`config.mk`:
```
export PLATFORM = sky130hd
export DESIGN_NAME = bta_ctrl
export DESIGN_NICKNAME = d
export VERILOG_FILES = /design/src/sv/bta_pkg.sv /design/src/sv/bta_ctrl.sv
export SDC_FILE = /design/constraint.sdc
export NUM_CORES = 1
export LEC_CHECK = 0
export ABC_AREA = 0
export ABC_CLOCK_PERIOD_IN_PS = 2400
export BUFFER_PORTS_ARGS = -buffer_cell sky130_fd_sc_hd__buf_2
export CORE_ASPECT_RATIO = 2
export CORE_MARGIN = 2
export CORE_UTILIZATION = 45
export CTS_BUF_LIST = sky130_fd_sc_hd__clkbuf_8 sky130_fd_sc_hd__clkbuf_16
export CTS_CLUSTER_DIAMETER = 100
export DETAILED_ROUTE_END_ITERATION = 16
export PLACE_DENSITY_LB_ADDON = 0.12
export SYNTH_ARGS = -nofsm -noshare
export SYNTH_HDL_FRONTEND = slang
export SYNTH_SLANG_ARGS = --single-unit
```
`constraint.sdc`:
```
create_clock -name clk -period 2.4 [get_ports clk]
set_clock_uncertainty 0.05 [all_clocks]
set_input_delay 0.24 -clock clk [delete_from_list [all_inputs] [get_ports clk]]
set_output_delay 0.24 -clock clk [all_outputs]
set_load 0.02 [all_outputs]
```
`src/sv/bta_pkg.sv`:
```
`default_nettype none
package bta_pkg;

  // Pool geometry
  localparam int POOL_WORDS = 1024;
  localparam int AW         = $clog2(POOL_WORDS);
  localparam int PSW        = AW + 1;
  localparam int DW         = 16;
  localparam int XW         = DW + 1;
  localparam int MIN_POOL   = 32;
  localparam int TAG_LIMIT  = 32767;
  localparam int POOL_TOP   = (POOL_WORDS < TAG_LIMIT) ? POOL_WORDS : TAG_LIMIT;
  localparam logic [DW-1:0] NIL_LINK = '1;
  localparam int WHOLE_SLACK = 4;

  // Controller states
  typedef enum logic [5:0] {
    S_CLR_INIT, S_CLR, S_IDLE, S_DONE,
    S_A_CHK, S_A_M, S_A_MC, S_A_E, S_A_NX, S_A_WH1, S_A_WH2, S_A_S1, S_A_S2,
    S_F0, S_F1, S_F1C, S_F2, S_F3, S_F3C, S_F4, S_F5, S_F6, S_F6C, S_F7, S_F_OK,
    S_U0, S_U1, S_U2, S_U3, S_U4,
    S_P0, S_P1, S_P2, S_P3, S_P4
  } state_t;

  // Memory address select
  typedef enum logic [4:0] {
    A_P, A_P_TAG1, A_P2, A_UB1, A_UB2, A_NXT1, A_PRV2, A_START, A_START_SZ1,
    A_START1, A_START2, A_HEAD1, A_U, A_U_REQ1, A_C, A_C_NEGT1, A_NX, A_NX_T1,
    A_CM1, A_PV, A_CNT
  } asel_t;

  // Memory write data select
  typedef enum logic [3:0] {
    W_ZERO, W_NEG_TAG, W_PRV, W_NXT, W_SIZE, W_NIL, W_HEAD, W_START, W_NEG_REQ
  } wsel_t;

  // Datapath register loads
  typedef enum logic [3:0] {
    LD_NONE, LD_ACCEPT, LD_TAG, LD_NEXT, LD_UB_P, LD_SPLIT, LD_PRV, LD_NXT,
    LD_HEAD_UNL, LD_HEAD_PUSH, LD_FSTART, LD_NXMERGE, LD_PVMERGE, LD_CLR_INIT,
    LD_CNT_INC
  } ld_t;

  // Result capture
  typedef enum logic [2:0] {
    RES_NONE, RES_FAIL, RES_WHOLE, RES_SPLIT, RES_FREE
  } res_t;

  typedef struct packed {
    logic  mem_rd;
    logic  mem_wr;
    asel_t asel;
    wsel_t wsel;
    ld_t   ld;
    res_t  res;
    logic  out_load;
  } cmd_t;

  typedef struct packed {
    logic a_stop;
    logic node_ok;
    logic end_match;
    logic fits;
    logic whole;
    logic f_tag_ok;
    logic nx_in;
    logic tn_ok;
    logic c_zero;
    logic tp_ok;
    logic a_zero;
    logic clr_last;
  } stat_t;

  // Clamp a written pool size into the usable range
  function automatic logic [PSW-1:0] clamp_pool(input logic [PSW-1:0] v);
    logic [PSW-1:0] r;
    r = v;
    if (r < PSW'(MIN_POOL)) r = PSW'(MIN_POOL);
    if (r > PSW'(POOL_TOP)) r = PSW'(POOL_TOP);
    return r;
  endfunction

endpackage
`default_nettype wire

```
`src/sv/bta_ctrl.sv`:
```
`default_nettype none
module bta_ctrl (
  input  wire logic          clk,
  input  wire logic          rst_n,
  input  wire logic          in_valid,
  input  wire logic          in_mode,
  input  wire logic          out_ready,
  input  wire logic          cfg_valid,
  input  wire bta_pkg::stat_t stat,
  output bta_pkg::cmd_t      cmd,
  output logic               in_ready,
  output logic               out_valid
);
  import bta_pkg::*;

  state_t state_r, state_nxt;
  state_t ret_r, ret_nxt;
  state_t pret_r, pret_nxt;
  logic   out_valid_r, out_valid_nxt;
  logic   out_free;

  assign out_free  = !out_valid_r || out_ready;
  assign in_ready  = (state_r == S_IDLE) && !cfg_valid;
  assign out_valid = out_valid_r;

  // Next state
  always_comb begin
    state_nxt = state_r;
    ret_nxt   = ret_r;
    pret_nxt  = pret_r;
    case (state_r)
      S_CLR_INIT: begin
        pret_nxt  = S_IDLE;
        state_nxt = S_CLR;
      end
      S_CLR:      if (stat.clr_last) state_nxt = S_P0;
      S_IDLE: begin
        if (in_valid && !cfg_valid) begin
          if (in_mode) begin
            pret_nxt  = S_F_OK;
            state_nxt = S_F0;
          end else begin
            state_nxt = S_A_CHK;
          end
        end
      end
      S_DONE:     if (out_free) state_nxt = S_IDLE;
      // allocate: walk the free list
      S_A_CHK:    state_nxt = stat.a_stop ? S_DONE : S_A_M;
      S_A_M:      state_nxt = S_A_MC;
      S_A_MC:     state_nxt = stat.node_ok ? S_A_E : S_DONE;
      S_A_E: begin
        if (!stat.end_match) begin
          state_nxt = S_DONE;
        end else if (stat.fits) begin
          state_nxt = S_U0;
          if (stat.whole) begin
            ret_nxt = S_A_WH1;
          end else begin
            ret_nxt  = S_P0;
            pret_nxt = S_A_S1;
          end
        end else begin
          state_nxt = S_A_NX;
        end
      end
      S_A_NX:     state_nxt = S_A_CHK;
      S_A_WH1:    state_nxt = S_A_WH2;
      S_A_WH2:    state_nxt = S_DONE;
      S_A_S1:     state_nxt = S_A_S2;
      S_A_S2:     state_nxt = S_DONE;
      // free: check block, merge neighbours
      S_F0:       state_nxt = stat.a_zero ? S_DONE : S_F1;
      S_F1:       state_nxt = S_F1C;
      S_F1C:      state_nxt = stat.f_tag_ok ? S_F2 : S_DONE;
      S_F2: begin
        if (!stat.end_match) state_nxt = S_DONE;
        else                 state_nxt = stat.nx_in ? S_F3 : S_F5;
      end
      S_F3:       state_nxt = S_F3C;
      S_F3C:      state_nxt = stat.tn_ok ? S_F4 : S_F5;
      S_F4: begin
        if (stat.end_match) begin
          ret_nxt   = S_F5;
          state_nxt = S_U0;
        end else begin
          state_nxt = S_F5;
        end
      end
      S_F5:       state_nxt = stat.c_zero ? S_P0 : S_F6;
      S_F6:       state_nxt = S_F6C;
      S_F6C:      state_nxt = stat.tp_ok ? S_F7 : S_P0;
      S_F7: begin
        if (stat.end_match) begin
          ret_nxt   = S_P0;
          state_nxt = S_U0;
        end else begin
          state_nxt = S_P0;
        end
      end
      S_F_OK:     state_nxt = S_DONE;
      // unlink
      S_U0:       state_nxt = S_U1;
      S_U1:       state_nxt = S_U2;
      S_U2:       state_nxt = S_U3;
      S_U3:       state_nxt = S_U4;
      S_U4:       state_nxt = ret_r;
      // push at head
      S_P0:       state_nxt = S_P1;
      S_P1:       state_nxt = S_P2;
      S_P2:       state_nxt = S_P3;
      S_P3:       state_nxt = S_P4;
      S_P4:       state_nxt = pret_r;
      default:    state_nxt = S_CLR_INIT;
    endcase
    if (cfg_valid) state_nxt = S_CLR_INIT;
  end

  // Commands
  always_comb begin
    cmd = cmd_t'('0);
    case (state_r)
      S_CLR_INIT: cmd.ld = LD_CLR_INIT;
      S_CLR: begin
        cmd.mem_wr = 1'b1;
        cmd.asel   = A_CNT;
        cmd.wsel   = W_ZERO;
        cmd.ld     = LD_CNT_INC;
      end
      S_IDLE:     if (in_valid && !cfg_valid) cmd.ld = LD_ACCEPT;
      S_DONE:     cmd.out_load = out_free;
      S_A_CHK: begin
        if (stat.a_stop) begin
          cmd.res = RES_FAIL;
        end else begin
          cmd.mem_rd = 1'b1;
          cmd.asel   = A_P;
        end
      end
      S_A_M:      cmd.ld = LD_TAG;
      S_A_MC: begin
        if (stat.node_ok) begin
          cmd.mem_rd = 1'b1;
          cmd.asel   = A_P_TAG1;
        end else begin
          cmd.res = RES_FAIL;
        end
      end
      S_A_E: begin
        if (!stat.end_match) begin
          cmd.res = RES_FAIL;
        end else if (stat.fits) begin
          cmd.ld = stat.whole ? LD_UB_P : LD_SPLIT;
        end else begin
          cmd.mem_rd = 1'b1;
          cmd.asel   = A_P2;
        end
      end
      S_A_NX:     cmd.ld = LD_NEXT;
      S_A_WH1: begin
        cmd.mem_wr = 1'b1;
        cmd.asel   = A_P;
        cmd.wsel   = W_NEG_TAG;
      end
      S_A_WH2: begin
        cmd.mem_wr = 1'b1;
        cmd.asel   = A_P_TAG1;
        cmd.wsel   = W_NEG_TAG;
        cmd.res    = RES_WHOLE;
      end
      S_A_S1: begin
        cmd.mem_wr = 1'b1;
        cmd.asel   = A_U;
        cmd.wsel   = W_NEG_REQ;
      end
      S_A_S2: begin
        cmd.mem_wr = 1'b1;
        cmd.asel   = A_U_REQ1;
        cmd.wsel   = W_NEG_REQ;
        cmd.res    = RES_SPLIT;
      end
      S_F0: begin
        if (stat.a_zero) begin
          cmd.res = RES_FAIL;
        end else begin
          cmd.mem_rd = 1'b1;
          cmd.asel   = A_C;
        end
      end
      S_F1:       cmd.ld = LD_TAG;
      S_F1C: begin
        if (stat.f_tag_ok) begin
          cmd.mem_rd = 1'b1;
          cmd.asel   = A_C_NEGT1;
          cmd.ld     = LD_FSTART;
        end else begin
          cmd.res = RES_FAIL;
        end
      end
      S_F2: begin
        if (!stat.end_match) begin
          cmd.res = RES_FAIL;
        end else if (stat.nx_in) begin
          cmd.mem_rd = 1'b1;
          cmd.asel   = A_NX;
        end
      end
      S_F3:       cmd.ld = LD_TAG;
      S_F3C: begin
        if (stat.tn_ok) begin
          cmd.mem_rd = 1'b1;
          cmd.asel   = A_NX_T1;
        end
      end
      S_F4:       if (stat.end_match) cmd.ld = LD_NXMERGE;
      S_F5: begin
        if (!stat.c_zero) begin
          cmd.mem_rd = 1'b1;
          cmd.asel   = A_CM1;
        end
      end
      S_F6:       cmd.ld = LD_TAG;
      S_F6C: begin
        if (stat.tp_ok) begin
          cmd.mem_rd = 1'b1;
          cmd.asel   = A_PV;
        end
      end
      S_F7:       if (stat.end_match) cmd.ld = LD_PVMERGE;
      S_F_OK:     cmd.res = RES_FREE;
      S_U0: begin
        cmd.mem_rd = 1'b1;
        cmd.asel   = A_UB1;
      end
      S_U1: begin
        cmd.mem_rd = 1'b1;
        cmd.asel   = A_UB2;
        cmd.ld     = LD_PRV;
      end
      S_U2:       cmd.ld = LD_NXT;
      S_U3: begin
        cmd.mem_wr = 1'b1;
        cmd.asel   = A_NXT1;
        cmd.wsel   = W_PRV;
      end
      S_U4: begin
        cmd.mem_wr = 1'b1;
        cmd.asel   = A_PRV2;
        cmd.wsel   = W_NXT;
        cmd.ld     = LD_HEAD_UNL;
      end
      S_P0: begin
        cmd.mem_wr = 1'b1;
        cmd.asel   = A_START;
        cmd.wsel   = W_SIZE;
      end
      S_P1: begin
        cmd.mem_wr = 1'b1;
        cmd.asel   = A_START_SZ1;
        cmd.wsel   = W_SIZE;
      end
      S_P2: begin
        cmd.mem_wr = 1'b1;
        cmd.asel   = A_START1;
        cmd.wsel   = W_NIL;
      end
      S_P3: begin
        cmd.mem_wr = 1'b1;
        cmd.asel   = A_START2;
        cmd.wsel   = W_HEAD;
      end
      S_P4: begin
        cmd.mem_wr = 1'b1;
        cmd.asel   = A_HEAD1;
        cmd.wsel   = W_START;
        cmd.ld     = LD_HEAD_PUSH;
      end
      default:    cmd = cmd_t'('0);
    endcase
  end

  // Output valid flag
  always_comb begin
    out_valid_nxt = out_valid_r;
    if (cmd.out_load)    out_valid_nxt = 1'b1;
    else if (out_ready)  out_valid_nxt = 1'b0;
  end

  always_ff @(posedge clk) begin
    if (!rst_n) begin
      state_r     <= S_CLR_INIT;
      ret_r       <= S_IDLE;
      pret_r      <= S_IDLE;
      out_valid_r <= 1'b0;
    end else begin
      state_r     <= state_nxt;
      ret_r       <= ret_nxt;
      pret_r      <= pret_nxt;
      out_valid_r <= out_valid_nxt;
    end
  end

endmodule
`default_nettype wire

```
==> impl_results.md <==
- Vias in the first global route: 2613
- Worst reg2reg setup slack: 200 ps
- Setup crit start kind: register
- Commonest non-fill, non-tap cells in the layout: 40 x buf_4, 37 x buf_2, 34 x nor2_1, 34 x nand2_1, 23 x a21oi_1
- Mux contribution to synthesized area: 0.004860
- CP Class: reg2out
- Worst R2R End: ret_r[2]
- Commonest non-fill, non-tap cell in the layout: buf_4
- Starting density of the core: 0.4700
- DIE WIDTH: 51.84 um
- Post-Syn Nets: 321
- Diode count: 0
- CTS tree: yes
- Wire per inst: 22.02 um
- CTS HTree Levels: 1
- # DRC: 0
- Most used DFF post-synth: dfxtp_1
- Register area: 315.3 um2
- Fin Hold WS: 219.4 ps
- Boundary pin count: 39
- Iter 0 DRT Violations: 214
- Multi-input gate area: 1619 um2
- Yosys reg bits: 15
- Post-DRT Antenna Nets: 0
- Synth Warn #: 0
- Clk_lat worst skew: 240 ps
- CP required: 2110 ps
- Clk sink count: 15
- Max VDD drop: 0.3840 mV
- Status: complete, no violations
- Synth Area in Simple Gates: 0.4010
- Die Area: 5166 um2
- Post-Synth XOR/XNOR Area: 0.01701
- Final count of hold timing violations: 0
- GPL Wtd Cong: 1.010
- Die height: 99.67 um
- Port buffer count: 38
- Worst Hold End: pret_r[1]
- Worst min-delay path class: in2reg
- Largest net degree at the start of global routing: 32
- Fin Setup TNS: 0 ps
- GRT Residual Overflow: 0
- Vias per inst: 6.624
- Sequential share of the synthesized area: 0.1458
- Synth Area in Adders: 0
- Post-synth EDFFs: 0
- Root Driver: clkbuf_8
- RSZ-0062 raised after global routing: no
- Period utilization: 0.9787
- Leak pwr: 0.001143 uW
- Mean post-synth cell area: 6.797 um2
- Clock Path Buffers: 2
- Max-Cap Viols: 0
- Unique masters post-synth: 75
- Worst r2r path cells: 8
- Core footprint: 4382 um2
- Worst EP arrival: 2060 ps
- Reg clk slew, reported paths: 60 ps
- Synth Area in Compound Gates: 0.3414
- DPL Wire Length: 7070 um
- Critical path endpoint category: primary output
- Pins Over Slew Limit: 0
- Num CTS Buffers: 3
- Hold depth: 2
- Final setup violation count: 0
- Total GRT Usage: 0.3611
- Max_slew headroom: 0.5354
- Minimum clock period: 2349 ps
- Reg2reg start: state_r[5]
- First-pass GRT wire length: 13770 um
- Min-delay src: rst_n
- Row count: 34
- Initial antenna violation count: 0
- Fill count: 428
- Final wirelength: 9182 um
- Syn Inst Count: 303
- Crit path from: state_r[1]
- Ys async rst share: 0
- Share of cells above drive strength 1: 0.3361
- TritonRoute pass-1 iters: 5
- Largest family of logic cells by synthesized area: simple AND/OR/NAND/NOR gates
- Slew @ Worst Pin: 679.3 ps
- DR vias: 2762
- Area growth syn-to-layout: 30.01%
- Nets: 382
- Area of the mapped netlist: 2059 um2
- Cell area power density: 321.9 nW/um2
- Achievable clock frequency: 0.4257 GHz
- Worst Path Max Fanout: 26
-- synthesized netlist by cell type (all sizes together) (3+ instances only) --
library cell  instances  area share
o21ai                17       0.041
and3                  4       0.012
a22o                  3       0.013
nand2                39       0.072
nor3                 13       0.037
o22ai                10       0.030
a21boi                3       0.011
nand2b                7       0.021
nor4b                 3       0.020
a32oi                 3       0.013
inv                   7       0.013
nor2                 36       0.070
nand4                 3      0.0091
o211ai                5       0.018
a21oi                25       0.064
nand3                 9       0.022
dfxtp                15        0.15
nand4b                3       0.016
buf                  25       0.074
a2111oi               4       0.023
a22oi                 4       0.015
nor2b                 8       0.024
a31oi                 5       0.015
nor4                  4       0.019
-- repair_timing --
item                       4_1_cts  5_1_grt
cloned                           0        1
pin swaps                        1        4
gates resized for setup          9       13
setup endpoints to repair        7        7
hold buffers                     0        0
setup buffers                    0       10
-- power by group --
group | total [uW] | leakage [uW] | internal [uW] | switching (uW)
Sequential | 272 | 0.000125 | 255 | 16.5
Clock | 194 | 0.0000269 | 113 | 81.3
Combinational | 396 | 0.000991 | 154 | 242
Total | 862 | 0.00114 | 522 | 339
-- per-stage QoR --
step	worst slack (ps)	area [um2]	utilization	total power, uW	std cells
finish	51.18	2678	0.6111	861.9	417
global route	0.4006	2678	0.6111	903.8	417
CTS	22.00	2514	0.5737	847.4	406
detailed placement	65.92	2451	0.5594	651.7	402
global placement	3.420	2451	0.5594	653.6	402
floorplan	364.2	2059	-	501.6	303
-- worst max-delay path by stage --
stage / to / depth (start not counted)
finish: cmd[13] / 7
CTS: cmd[16] / 7
floorplan: cmd[5] / 7
global route: cmd[16] / 7
global placement: state_r[1] / 8
detailed placement: state_r[1] / 8
-- kinds of logic after synthesis --
family                    count (synthesis)
DFF                                      15
xor gates and xnor gates                  4
and+or+nand+nor                         148
muxes                                     1
AOI/OAI and AO/OA                       101
buffers and inverters                    34
-- worst max-delay path, stage by stage, from the launching register on --
cell      delay (ps)
dfxtp_2          420
buf_12           190
nand2b_1         250
nand2_1          100
nand2_1          100
nand2_1           80
or4_1            500
buf_2            170
-- area by class of cell --
class                           count  area share
Timing Repair Buffer               83      0.2248
Clock buffer                        3     0.01542
Multi-Input combinational cell    254      0.6047
Inverter                            7     0.01075
Sequential cell                    15      0.1178
Clock inverter                      1    0.001402
Tap cell                           54     0.02523
-- registers in the layout, summed over array words and instances (netlist names) --
register and flops:
pret_r 4, out_valid 1, ret_r 4, state_r 6
-- routing by layer --
| layer | GRT usage | vias up | share of wire |
|---|---|---|---|
| met1 | 0.3891 | 1281 | 0.35 |
| met4 | 0.2611 | 0 | 0.097 |
| met2 | 0.6300 | 163 | 0.50 |
| met5 | 0 | - | 0 |
| li1 | - | 1257 | - |
| met3 | 0.02402 | 61 | 0.061 |
Note: power is estimated with default switching activity, not from simulation.
